**src/hdl/lctc_pkg.sv**
```systemverilog
// Shared types, constants and tables of the lamp control with tilt cutoff block.
package lctc_pkg;

    // Default depth of the pot moving average
    localparam int AVG_DEPTH_DEF = 10;

    // Beam mapping limits
    localparam int LOW_LIMIT  = 1900;
    localparam int HIGH_START = 2500;
    localparam int POT_FULL   = 4095;
    localparam int DUTY_FULL  = 255;
    localparam int HIGH_SPAN  = POT_FULL - HIGH_START;

    // Reciprocals for dividing the scaled beam value (numerator below 2^19)
    localparam int BEAM_NUM_W   = 19;
    localparam int BEAM_SHIFT   = 31;
    localparam int BEAM_RECIP_W = 21;
    localparam logic [BEAM_RECIP_W-1:0] BEAM_RECIP_LOW =
        BEAM_RECIP_W'((64'd1 << BEAM_SHIFT) / LOW_LIMIT + 1);
    localparam logic [BEAM_RECIP_W-1:0] BEAM_RECIP_HIGH =
        BEAM_RECIP_W'((64'd1 << BEAM_SHIFT) / HIGH_SPAN + 1);

    // Configuration reset values
    localparam logic [13:0] THRESHOLD_RST = 14'd700;
    localparam logic [15:0] DWELL_RST     = 16'd1000;

    // Strip effect codes
    localparam logic [5:0] EFFECT_TABLE [16] = '{
        6'd12, 6'd11, 6'd2,  6'd7,  6'd0,  6'd1,  6'd3,  6'd5,
        6'd8,  6'd13, 6'd17, 6'd18, 6'd20, 6'd27, 6'd33, 6'd39
    };

    // Request kinds
    typedef enum logic [1:0] {
        KIND_POT   = 2'd0,
        KIND_ACCEL = 2'd1,
        KIND_SHORT = 2'd2,
        KIND_LONG  = 2'd3
    } t_kind;

    // Register indexes
    typedef enum logic [1:0] {
        REG_THRESHOLD = 2'd0,
        REG_DWELL     = 2'd1,
        REG_SHUTDOWN  = 2'd2,
        REG_STARTUP   = 2'd3
    } t_reg_idx;

    // What a request does to the beam duties
    typedef enum logic [1:0] {
        DOP_KEEP = 2'd0,
        DOP_DARK = 2'd1,
        DOP_SET  = 2'd2
    } t_duty_op;

    // Beam mapping region
    typedef enum logic [1:0] {
        BS_LOW  = 2'd0,
        BS_NONE = 2'd1,
        BS_HIGH = 2'd2,
        BS_FULL = 2'd3
    } t_beam_sel;

    typedef struct packed {
        logic [13:0] threshold;
        logic [15:0] dwell;
        logic        shutdown;
        logic        startup;
    } t_cfg;

    typedef struct packed {
        t_duty_op    op;
        logic [15:0] sum;
        logic        lamp_on;
        logic        tilt_off;
        logic [5:0]  effect;
    } t_job;

endpackage

```
**src/hdl/lctc_ring_mem.sv**
```systemverilog
// Pot sample ring memory with per-entry valid bits and write-to-read bypass.
module lctc_ring_mem #(
    parameter int DEPTH = lctc_pkg::AVG_DEPTH_DEF,
    parameter int AW    = 4
) (
    input  logic          i_clk,
    input  logic          i_rst_n,
    input  logic          i_we,
    input  logic [AW-1:0] i_waddr,
    input  logic [11:0]   i_wdata,
    input  logic [AW-1:0] i_raddr,
    output logic [11:0]   o_rdata
);
    import lctc_pkg::*;

    logic [11:0]    r_mem [DEPTH];
    logic [DEPTH-1:0] r_valid;
    logic [11:0]    r_rd_q;
    logic           r_rd_valid;

    // Storage
    always_ff @(posedge i_clk) begin
        if (i_we) begin
            r_mem[i_waddr] <= i_wdata;
        end
    end

    // Valid bits and registered read, same-cycle write forwarded
    always_ff @(posedge i_clk) begin
        if (!i_rst_n) begin
            r_valid    <= '0;
            r_rd_valid <= 1'b0;
        end else begin
            if (i_we) begin
                r_valid[i_waddr] <= 1'b1;
            end
            if (i_we && (i_waddr == i_raddr)) begin
                r_rd_valid <= 1'b1;
            end else begin
                r_rd_valid <= r_valid[i_raddr];
            end
        end
    end

    always_ff @(posedge i_clk) begin
        if (i_we && (i_waddr == i_raddr)) begin
            r_rd_q <= i_wdata;
        end else begin
            r_rd_q <= r_mem[i_raddr];
        end
    end

    // Entries never written read as zero
    assign o_rdata = r_rd_valid ? r_rd_q : 12'd0;

endmodule

```
**src/hdl/lctc_ctrl.sv**
```systemverilog
// Request decode and lamp state update: on/tilt flags, ring sum, effect step.
module lctc_ctrl #(
    parameter int AVERAGE_DEPTH = lctc_pkg::AVG_DEPTH_DEF,
    parameter int AW            = 4
) (
    input  logic               i_clk,
    input  logic               i_rst_n,
    input  logic               i_accept,
    input  logic [1:0]         i_kind,
    input  logic [11:0]        i_pot_sample,
    input  logic signed [14:0] i_accel_x,
    input  logic signed [14:0] i_accel_y,
    input  logic signed [14:0] i_accel_z,
    input  logic [31:0]        i_time_ms,
    input  lctc_pkg::t_cfg     i_cfg,
    input  logic [11:0]        i_rd_data,
    output logic               o_we,
    output logic [AW-1:0]      o_waddr,
    output logic [11:0]        o_wdata,
    output logic [AW-1:0]      o_raddr,
    output lctc_pkg::t_job     o_job
);
    import lctc_pkg::*;

    logic          r_on, n_on;
    logic          r_tilt, n_tilt;
    logic          r_side_seen, n_side_seen;
    logic [31:0]   r_side_since, n_side_since;
    logic [AW-1:0] r_ring_slot, n_ring_slot;
    logic [15:0]   r_ring_sum, n_ring_sum;
    logic [3:0]    r_effect_slot, n_effect_slot;
    t_duty_op      op;

    logic [14:0]   mag_x, mag_y, mag_z;
    logic          active, side, dwell_done;
    logic [AW-1:0] slot_inc;

    function automatic logic [14:0] mag15(input logic signed [14:0] v);
        logic signed [14:0] neg;
        neg = -v;
        return v[14] ? $unsigned(neg) : $unsigned(v);
    endfunction

    // Tilt detection
    assign mag_x      = mag15(i_accel_x);
    assign mag_y      = mag15(i_accel_y);
    assign mag_z      = mag15(i_accel_z);
    assign side       = (mag_z < {1'b0, i_cfg.threshold}) &&
                        ((mag_x > {1'b0, i_cfg.threshold}) ||
                         (mag_y > {1'b0, i_cfg.threshold}));
    assign dwell_done = (32'(i_time_ms - r_side_since) >= {16'd0, i_cfg.dwell});
    assign active     = r_on && !r_tilt;
    assign slot_inc   = (r_ring_slot == AW'(AVERAGE_DEPTH - 1)) ? '0 : r_ring_slot + 1'b1;

    // Next state per request kind
    always_comb begin
        n_on          = r_on;
        n_tilt        = r_tilt;
        n_side_seen   = r_side_seen;
        n_side_since  = r_side_since;
        n_ring_slot   = r_ring_slot;
        n_ring_sum    = r_ring_sum;
        n_effect_slot = r_effect_slot;
        op            = DOP_KEEP;
        o_we          = 1'b0;
        if (i_accept) begin
            case (t_kind'(i_kind))
                KIND_POT: begin
                    if (active) begin
                        n_ring_sum  = r_ring_sum - {4'd0, i_rd_data} + {4'd0, i_pot_sample};
                        o_we        = 1'b1;
                        n_ring_slot = slot_inc;
                        op          = DOP_SET;
                    end
                end
                KIND_ACCEL: begin
                    if (i_cfg.shutdown) begin
                        if (side) begin
                            if (!r_side_seen) begin
                                n_side_seen  = 1'b1;
                                n_side_since = i_time_ms;
                            end else if (dwell_done && !r_tilt) begin
                                n_tilt = 1'b1;
                                n_on   = 1'b0;
                                op     = DOP_DARK;
                            end
                        end else begin
                            n_side_seen  = 1'b0;
                            n_side_since = i_time_ms;
                            if (r_tilt) begin
                                n_tilt = 1'b0;
                                if (!r_on && i_cfg.startup) begin
                                    n_on = 1'b1;
                                    op   = DOP_SET;
                                end
                            end
                        end
                    end
                end
                KIND_SHORT: begin
                    if (active) begin
                        n_effect_slot = r_effect_slot + 4'd1;
                    end
                end
                KIND_LONG: begin
                    if (!r_on) begin
                        n_on = 1'b1;
                        if (!r_tilt) begin
                            op = DOP_SET;
                        end
                    end else begin
                        n_on = 1'b0;
                        op   = DOP_DARK;
                    end
                end
                default: begin
                end
            endcase
        end
    end

    // Ring memory access: write current slot, prefetch next slot
    assign o_waddr = r_ring_slot;
    assign o_wdata = i_pot_sample;
    assign o_raddr = n_ring_slot;

    // Job handed to the beam pipeline
    assign o_job.op       = op;
    assign o_job.sum      = n_ring_sum;
    assign o_job.lamp_on  = n_on;
    assign o_job.tilt_off = n_tilt;
    assign o_job.effect   = EFFECT_TABLE[n_effect_slot];

    always_ff @(posedge i_clk) begin
        if (!i_rst_n) begin
            r_on          <= 1'b0;
            r_tilt        <= 1'b0;
            r_side_seen   <= 1'b0;
            r_side_since  <= '0;
            r_ring_slot   <= '0;
            r_ring_sum    <= '0;
            r_effect_slot <= '0;
        end else begin
            r_on          <= n_on;
            r_tilt        <= n_tilt;
            r_side_seen   <= n_side_seen;
            r_side_since  <= n_side_since;
            r_ring_slot   <= n_ring_slot;
            r_ring_sum    <= n_ring_sum;
            r_effect_slot <= n_effect_slot;
        end
    end

    // Slot stays inside the ring
    a_slot_range: assert property (@(posedge i_clk) disable iff (!i_rst_n)
        r_ring_slot <= AW'(AVERAGE_DEPTH - 1))
        else $error("ring slot out of range");

    // Tilt shutdown always turns the lamp off
    a_tilt_off: assert property (@(posedge i_clk) disable iff (!i_rst_n)
        $past(i_rst_n) && $rose(r_tilt) |-> !r_on)
        else $error("tilt shutdown left lamp on");

    // Lamp state only changes on an accepted request
    a_on_change: assert property (@(posedge i_clk) disable iff (!i_rst_n)
        $past(i_rst_n) && (r_on != $past(r_on)) |-> $past(i_accept))
        else $error("lamp state changed without a request");

endmodule

```
**src/hdl/lctc_beam.sv**
```systemverilog
// Beam mapping pipeline: average, scaling, reciprocal divide, duty and output register.
module lctc_beam #(
    parameter int AVERAGE_DEPTH = lctc_pkg::AVG_DEPTH_DEF
) (
    input  logic           i_clk,
    input  logic           i_rst_n,
    input  logic           i_load,
    input  lctc_pkg::t_job i_job,
    output logic           o_ready,
    input  logic           i_out_stall,
    output logic           o_out_valid,
    output logic [7:0]     o_low_beam_pwm,
    output logic [7:0]     o_high_beam_pwm,
    output logic           o_lamp_on,
    output logic           o_tilt_off,
    output logic [5:0]     o_strip_effect
);
    import lctc_pkg::*;

    // Average by reciprocal multiply, exact for 16-bit sums and depth up to 16
    localparam int AVG_SHIFT   = 21;
    localparam int AVG_RECIP_W = 22;
    localparam logic [AVG_RECIP_W-1:0] AVG_RECIP =
        AVG_RECIP_W'((64'd1 << AVG_SHIFT) / AVERAGE_DEPTH + 1);

    logic r_v1, r_v2, r_v3, r_v4, r_vo;
    logic rdy_out, rdy4, rdy3, rdy2, rdy1;

    t_job r_j1, r_j2, r_j3, r_j4;
    logic [15:0]           r_a2;
    logic [BEAM_NUM_W-1:0] r_n3;
    t_beam_sel             r_sel3, r_sel4;
    logic [7:0]            r_q4;
    logic [7:0]            r_low_duty, r_high_duty;
    logic [7:0]            n_low_duty, n_high_duty;

    logic [15+AVG_RECIP_W:0]            avg_prod;
    logic [15:0]                        avg;
    logic [15:0]                        hi_diff;
    logic [BEAM_NUM_W-1:0]              n_num;
    t_beam_sel                          n_sel;
    logic [BEAM_RECIP_W-1:0]            recip;
    logic [BEAM_NUM_W+BEAM_RECIP_W-1:0] beam_prod;
    logic [7:0]                         map_low, map_high;

    // Stage advance chain
    assign rdy_out = !r_vo || !i_out_stall;
    assign rdy4    = !r_v4 || rdy_out;
    assign rdy3    = !r_v3 || rdy4;
    assign rdy2    = !r_v2 || rdy3;
    assign rdy1    = !r_v1 || rdy2;
    assign o_ready = rdy1;

    always_ff @(posedge i_clk) begin
        if (!i_rst_n) begin
            r_v1        <= 1'b0;
            r_v2        <= 1'b0;
            r_v3        <= 1'b0;
            r_v4        <= 1'b0;
            r_vo        <= 1'b0;
            r_low_duty  <= '0;
            r_high_duty <= '0;
        end else begin
            if (rdy1)    r_v1 <= i_load;
            if (rdy2)    r_v2 <= r_v1;
            if (rdy3)    r_v3 <= r_v2;
            if (rdy4)    r_v4 <= r_v3;
            if (rdy_out) r_vo <= r_v4;
            if (rdy_out && r_v4) begin
                r_low_duty  <= n_low_duty;
                r_high_duty <= n_high_duty;
            end
        end
    end

    // Stage 2: average of the ring sum
    assign avg_prod = r_j1.sum * AVG_RECIP;
    assign avg      = avg_prod[AVG_SHIFT +: 16];

    // Stage 3: pick region and scale by full duty
    assign hi_diff = r_a2 - 16'(HIGH_START);
    always_comb begin
        n_num = '0;
        if (r_a2 < 16'(LOW_LIMIT)) begin
            n_sel = BS_LOW;
            n_num = ({3'd0, r_a2} << 8) - {3'd0, r_a2};
        end else if (r_a2 < 16'(HIGH_START)) begin
            n_sel = BS_NONE;
        end else if (hi_diff >= 16'(HIGH_SPAN)) begin
            n_sel = BS_FULL;
        end else begin
            n_sel = BS_HIGH;
            n_num = ({3'd0, hi_diff} << 8) - {3'd0, hi_diff};
        end
    end

    // Stage 4: divide by the region span
    assign recip     = (r_sel3 == BS_LOW) ? BEAM_RECIP_LOW : BEAM_RECIP_HIGH;
    assign beam_prod = r_n3 * recip;

    // Output: duties from the mapped region or from the op
    always_comb begin
        case (r_sel4)
            BS_LOW: begin
                map_low  = 8'(DUTY_FULL) - r_q4;
                map_high = '0;
            end
            BS_HIGH: begin
                map_low  = '0;
                map_high = r_q4;
            end
            BS_FULL: begin
                map_low  = '0;
                map_high = 8'(DUTY_FULL);
            end
            default: begin
                map_low  = '0;
                map_high = '0;
            end
        endcase
        case (r_j4.op)
            DOP_SET: begin
                n_low_duty  = map_low;
                n_high_duty = map_high;
            end
            DOP_DARK: begin
                n_low_duty  = '0;
                n_high_duty = '0;
            end
            default: begin
                n_low_duty  = r_low_duty;
                n_high_duty = r_high_duty;
            end
        endcase
    end

    // Payload registers
    always_ff @(posedge i_clk) begin
        if (rdy1 && i_load) begin
            r_j1 <= i_job;
        end
        if (rdy2 && r_v1) begin
            r_j2 <= r_j1;
            r_a2 <= avg;
        end
        if (rdy3 && r_v2) begin
            r_j3   <= r_j2;
            r_n3   <= n_num;
            r_sel3 <= n_sel;
        end
        if (rdy4 && r_v3) begin
            r_j4   <= r_j3;
            r_sel4 <= r_sel3;
            r_q4   <= beam_prod[BEAM_SHIFT +: 8];
        end
        if (rdy_out && r_v4) begin
            o_low_beam_pwm  <= n_low_duty;
            o_high_beam_pwm <= n_high_duty;
            o_lamp_on       <= r_j4.lamp_on;
            o_tilt_off      <= r_j4.tilt_off;
            o_strip_effect  <= r_j4.effect;
        end
    end

    assign o_out_valid = r_vo;

    // Only one beam lit at a time
    a_one_beam: assert property (@(posedge i_clk) disable iff (!i_rst_n)
        o_out_valid |-> (o_low_beam_pwm == 8'd0) || (o_high_beam_pwm == 8'd0))
        else $error("both beams lit");

    // Lamp off means dark beams
    a_off_dark: assert property (@(posedge i_clk) disable iff (!i_rst_n)
        o_out_valid && !o_lamp_on |-> (o_low_beam_pwm == 8'd0) && (o_high_beam_pwm == 8'd0))
        else $error("beam lit while lamp off");

    // Input stalls only when the first stage is full and blocked
    a_stall_full: assert property (@(posedge i_clk) disable iff (!i_rst_n)
        !rdy1 |-> r_v1 && r_v2 && r_v3 && r_v4 && r_vo && i_out_stall)
        else $error("input stalled with room in the pipeline");

endmodule

```
**src/hdl/lamp_control_with_tilt_cutoff_unit.sv**
```systemverilog
// Top level of the lamp control with tilt cutoff block: APB registers and pipeline.
// Throughput: one request per cycle while the result side does not stall; the next
// pot ring slot is prefetched by a registered read from a one-read, one-write memory
// and the beam mapping runs in a pipeline of average, scale, divide and output stages.
// Reset: synchronous, active low; clears lamp state, pipeline valids and the ring
// valid bits, and registers return to their defaults.
module lamp_control_with_tilt_cutoff_unit #(
    parameter int AVERAGE_DEPTH = lctc_pkg::AVG_DEPTH_DEF
) (
    input  logic               i_clk,
    input  logic               i_rst_n,
    input  logic               i_in_valid,
    output logic               o_in_stall,
    input  logic [1:0]         i_kind,
    input  logic [11:0]        i_pot_sample,
    input  logic signed [14:0] i_accel_x,
    input  logic signed [14:0] i_accel_y,
    input  logic signed [14:0] i_accel_z,
    input  logic [31:0]        i_time_ms,
    output logic               o_out_valid,
    input  logic               i_out_stall,
    output logic [7:0]         o_low_beam_pwm,
    output logic [7:0]         o_high_beam_pwm,
    output logic               o_lamp_on,
    output logic               o_tilt_off,
    output logic [5:0]         o_strip_effect,
    input  logic               psel,
    input  logic               penable,
    input  logic               pwrite,
    input  logic [3:0]         paddr,
    input  logic [31:0]        pwdata,
    output logic [31:0]        prdata,
    output logic               pready
);
    import lctc_pkg::*;

    localparam int AW = (AVERAGE_DEPTH > 1) ? $clog2(AVERAGE_DEPTH) : 1;

    t_cfg          r_cfg;
    logic          cfg_wr;
    t_reg_idx      reg_idx;
    logic          accept;
    logic          ready;
    t_job          job;
    logic          mem_we;
    logic [AW-1:0] mem_waddr, mem_raddr;
    logic [11:0]   mem_wdata, mem_rdata;

    // Register port
    assign pready  = 1'b1;
    assign cfg_wr  = psel && penable && pwrite && pready;
    assign reg_idx = t_reg_idx'(paddr[3:2]);

    always_ff @(posedge i_clk) begin
        if (!i_rst_n) begin
            r_cfg.threshold <= THRESHOLD_RST;
            r_cfg.dwell     <= DWELL_RST;
            r_cfg.shutdown  <= 1'b1;
            r_cfg.startup   <= 1'b1;
        end else if (cfg_wr) begin
            case (reg_idx)
                REG_THRESHOLD: r_cfg.threshold <= pwdata[13:0];
                REG_DWELL:     r_cfg.dwell     <= pwdata[15:0];
                REG_SHUTDOWN:  r_cfg.shutdown  <= pwdata[0];
                REG_STARTUP:   r_cfg.startup   <= pwdata[0];
                default: begin
                end
            endcase
        end
    end

    always_comb begin
        case (reg_idx)
            REG_THRESHOLD: prdata = {18'd0, r_cfg.threshold};
            REG_DWELL:     prdata = {16'd0, r_cfg.dwell};
            REG_SHUTDOWN:  prdata = {31'd0, r_cfg.shutdown};
            REG_STARTUP:   prdata = {31'd0, r_cfg.startup};
            default:       prdata = '0;
        endcase
    end

    // Request handshake
    assign o_in_stall = !ready;
    assign accept     = i_in_valid && ready;

    lctc_ring_mem #(
        .DEPTH (AVERAGE_DEPTH),
        .AW    (AW)
    ) u_mem (
        .i_clk   (i_clk),
        .i_rst_n (i_rst_n),
        .i_we    (mem_we),
        .i_waddr (mem_waddr),
        .i_wdata (mem_wdata),
        .i_raddr (mem_raddr),
        .o_rdata (mem_rdata)
    );

    lctc_ctrl #(
        .AVERAGE_DEPTH (AVERAGE_DEPTH),
        .AW            (AW)
    ) u_ctrl (
        .i_clk        (i_clk),
        .i_rst_n      (i_rst_n),
        .i_accept     (accept),
        .i_kind       (i_kind),
        .i_pot_sample (i_pot_sample),
        .i_accel_x    (i_accel_x),
        .i_accel_y    (i_accel_y),
        .i_accel_z    (i_accel_z),
        .i_time_ms    (i_time_ms),
        .i_cfg        (r_cfg),
        .i_rd_data    (mem_rdata),
        .o_we         (mem_we),
        .o_waddr      (mem_waddr),
        .o_wdata      (mem_wdata),
        .o_raddr      (mem_raddr),
        .o_job        (job)
    );

    lctc_beam #(
        .AVERAGE_DEPTH (AVERAGE_DEPTH)
    ) u_beam (
        .i_clk           (i_clk),
        .i_rst_n         (i_rst_n),
        .i_load          (accept),
        .i_job           (job),
        .o_ready         (ready),
        .i_out_stall     (i_out_stall),
        .o_out_valid     (o_out_valid),
        .o_low_beam_pwm  (o_low_beam_pwm),
        .o_high_beam_pwm (o_high_beam_pwm),
        .o_lamp_on       (o_lamp_on),
        .o_tilt_off      (o_tilt_off),
        .o_strip_effect  (o_strip_effect)
    );

endmodule

```
**config.mk**
```make
export PLATFORM = sky130hd
export DESIGN_NAME = lamp_control_with_tilt_cutoff_unit
export DESIGN_NICKNAME = d
export VERILOG_FILES = /design/src/hdl/lctc_pkg.sv /design/src/hdl/lctc_ring_mem.sv /design/src/hdl/lctc_ctrl.sv /design/src/hdl/lctc_beam.sv /design/src/hdl/lamp_control_with_tilt_cutoff_unit.sv
export SDC_FILE = /design/constraint.sdc
export NUM_CORES = 2
export LEC_CHECK = 0
export ABC_AREA = 1
export BUFFER_PORTS_ARGS = -buffer_cell sky130_fd_sc_hd__buf_2
export CORE_UTILIZATION = 45
export CTS_CLUSTER_SIZE = 16
export DETAILED_ROUTE_END_ITERATION = 12
export GPL_TIMING_DRIVEN = 0
export MAX_ROUTING_LAYER = met4
export SYNTH_ARGS = -nofsm -noshare
export SYNTH_HDL_FRONTEND = slang
export SYNTH_SLANG_ARGS = --single-unit
```
**constraint.sdc**
```tcl
create_clock -name i_clk -period 8.12 [get_ports i_clk]
set_input_delay 0.406 -clock i_clk [delete_from_list [all_inputs] [get_ports i_clk]]
set_output_delay 0.406 -clock i_clk [all_outputs]
set_load 0.01 [all_outputs]
```
==> metrics.csv <==
stage,metric,value,unit
timing,Worst-Margin Slew,1317,ps
synth,Main synth FF type,edfxtp_1,
route,vias per inst,4.935,
floorplan,Die Wd,280.3,µm
pwr,worst vdd ir,0.0004090,V
final_layout,Layout area overhead,10.40,%
global_route,global routing usage on met3,0.03023,
run,# Max-Cap Violations,0,
worst_setup_path,Worst setup SP type,register,
timing,max-slew violations,0,
synth,syn_area_per_cell,8.733,µm²
cts,clock latency at the later pin of the worst-skew pair,590,ps
worst_setup_path,"Req. time, crit path",8420,ps
synth,Synth area leaders,"edfxtp_1, fa_1, ha_1, inv_1, dfxtp_1",
worst_setup_path,CP bufs+invs,10,
place,gpl congestion,0.9559,
cts,Sink Count,379,
synth,Mapped Area,34850,µm²
global_route,vias in the first global route,26200,
pwr,P_leak,19.23,nW
cts,CTS tree,built,
route,Iteration-0 DRC Markers,1597,
global_route,M1 GR Usage,0.2928,
cts,Clock Tree Root,clkbuf_16,
final_layout,fill count,7471,
global_route,first-pass GRT wire length,138400,µm
global_route,Global Route Usage Sum,0.2313,
synth,Commonest cells post-synth,"inv_1, nand2_1, ha_1, fa_1, nor2_1",
pwr,pwr dens,314.6,nW/µm²
route,Initial DRT Pass Iterations,6,
place,Place WS,-412.9,ps
cts,CTS clock-pin slew for the worst setup and hold paths,60,ps
floorplan,I/O pin count,193,
timing,fmax,129.6,MHz
synth,flop and latch count out of synthesis,379,
timing,post-route minimum period,7714,ps
synth,asr flop ratio synth,0,
route,DRT antenna net count,0,
synth,"area leader, netlist",edfxtp_1,
final_layout,"final std cell area, no fill",38480,µm²
worst_setup_path,"most used cell, CP",inv_1,
global_route,largest net degree at the start of global routing,30,
status,outcome,"finished, final reports clean",
synth,share of the yosys chip area belonging to registers,0.2878,
global_route,initial antenna violation count,8,
timing,Clock Skew,29.77,ps
worst_setup_path,CP Capture Type,register,
cts,clk buf depth,3,
synth,synth warn,0,
synth,most common cell in the netlist,inv_1,
final_layout,layout cells sized above 1,0.08011,
synth,Syn Inst Count,3991,
worst_setup_path,slowest CP cell,fa_1,
floorplan,die area,78570,µm²
route,via count,26190,
final_layout,register area,10030,µm²
timing,period utilization,0.9500,
timing,RSZ-0062 raised after global routing,no,
synth,Synth cell types,61,
timing,Max-slew headroom,0.1188,
floorplan,core box area,76330,µm²
worst_setup_path,crit-path leading delay family,adder cells,
synth,top-area cell type share of the netlist area,0.2102,
route,Avg WL per Cell,16.16,µm
global_route,busiest grt layer,met2,
place,DP HPWL,72060,µm
worst_setup_path,Worst Path Arrival,8010,ps
floorplan,Die H,280.3,µm
cts,CTS H-Tree Depth,2,
final_layout,area of the multi-input gates,21000,µm²
floorplan,initial core utilization,0.4566,
worst_setup_path,CP Class,register to register,
timing,Final Hold Fails,0,
worst_setup_path,CP max stage delay,560,ps
route,final WL,85750,µm
global_route,met2 usage,0.3906,
worst_hold_path,Hold Crit Class,input port to register,
route,DRC violations left,0,
timing,Final Worst Setup Slack,405.9,ps
final_layout,nets,5094,
place,placed inst area,37170,µm²
global_route,GRT overflow,0,
cts,cts bufs inserted,40,
timing,final setup fails,0,
floorplan,row count,101,
synth,number of synthesized flops with an enable pin,244,
worst_setup_path,"Max FO, Critical Path",10,
place,port bufs,154,
## final cells by class
| type | instances | area share |
|---|---|---|
| Antenna cell | 8 | 0.0005203 |
| Buffer | 83 | 0.01200 |
| Clock buffer | 52 | 0.02771 |
| Clock inverter | 22 | 0.005170 |
| Inverter | 951 | 0.09277 |
| Multi-Input combinational cell | 2623 | 0.5458 |
| Sequential cell | 379 | 0.2607 |
| Tap cell | 1030 | 0.03349 |
| Timing Repair Buffer | 159 | 0.02182 |
## cell families after synthesis
kind of cell,after synthesis,share of synthesized area
AOI/OAI and AO/OA,628,0.09966
buffers and inverters,1034,0.1157
DFF,379,0.2878
xor gates and xnor gates,119,0.03077
muxes,38,0.01138
other,2,0.0002155
adders and majority gates,723,0.3259
and+or+nand+nor,1068,0.1286
## registers in the layout, indices dropped and copies added, names as in the netlist, 12 cells and up
register             count
u_mem.r_mem            120
r_cfg                   32
u_ctrl.r_side_since     32
u_beam.r_j1             26
u_beam.r_n3             19
u_ctrl.r_ring_sum       16
u_beam.r_a2             13
u_mem.r_rd_q            12
## per-stage QoR
stage / util / hold WS, ps / setup TNS (ps) / cells / power, mW
2_1_floorplan: - / 400.3 / 0 / 4036 / 8.269
3_3_place_gp: 0.4858 / 401.2 / -451.3 / 5220 / 10.24
3_5_place_dp: 0.4870 / 404.5 / -412.9 / 5224 / 10.30
4_1_cts: 0.5037 / 38.42 / 0 / 5298 / 12.17
5_1_grt: 0.5041 / 55.49 / 0 / 5307 / 13.54
6_report: 0.5041 / 75.31 / 0 / 5307 / 12.10
## worst min-delay path, cell delays in order
cell and delay [ps]:
buf_2 90, nand2_1 50, o211ai_1 70
## timing repair
item / CTS / global route
setup endpoints to repair: 1 / 0
hold buffers: 0 / 0
buffers inserted: 0 / 0
resized for setup: 3 / 0
## path summary, 6_finish.rpt
kind	start	endpoint	slack [ps]	cells after the start
setup / recovery	u_beam.r_sel3[1]$_SDFFCE_PP0P_	u_beam.r_q4[6]$_DFFE_PP_	410	25
hold / removal	pwdata[5]	r_cfg[7]$_SDFFE_PN1P_	80	3
setup reg to reg	u_beam.r_sel3[1]$_SDFFCE_PP0P_	u_beam.r_q4[6]$_DFFE_PP_	410	25
hold reg to reg	u_beam.r_j2[7]$_DFFE_PP_	u_beam.r_j3[7]$_DFFE_PP_	420	0
## report_power, final
| group | leakage, nW | internal (mW) | switching (mW) | total, mW |
|---|---|---|---|---|
| registers | 3.35 | 2.22 | 0.0893 | 2.31 |
| clock network | 0.621 | 0.979 | 0.797 | 1.78 |
| logic | 15.3 | 2.96 | 5.05 | 8.01 |
## routing by layer
layer	wire length (µm)	vias to the layer above
li1	-	13170
met1	38160	12380
met2	41670	537
met3	3968	106
met4	1952	0
met5	0	-
## placed cells by master, fill, tap and decap left out, types with 9 or more instances in the layout
master,n
fa_1,308
clkbuf_1,50
buf_6,9
xor2_1,88
nand2_1,565
mux2i_1,25
edfxtp_1,244
inv_2,13
a31oi_1,11
o211ai_1,17
nand3_1,88
o22ai_1,50
inv_1,937
a21oi_1,249
a21o_1,9
o21bai_1,12
mux2_2,13
conb_1,47
and2_1,11
o21ai_1,32
nor2_1,282
o21ai_0,197
clkinv_2,9
nor3_1,33
ha_1,415
dfxtp_1,135
nand4_1,30
buf_2,169
a211oi_1,12
buf_4,20
nor2_2,13
xnor2_1,27
clkbuf_16,40
o21a_1,14
(Power assumes the default switching activity.)
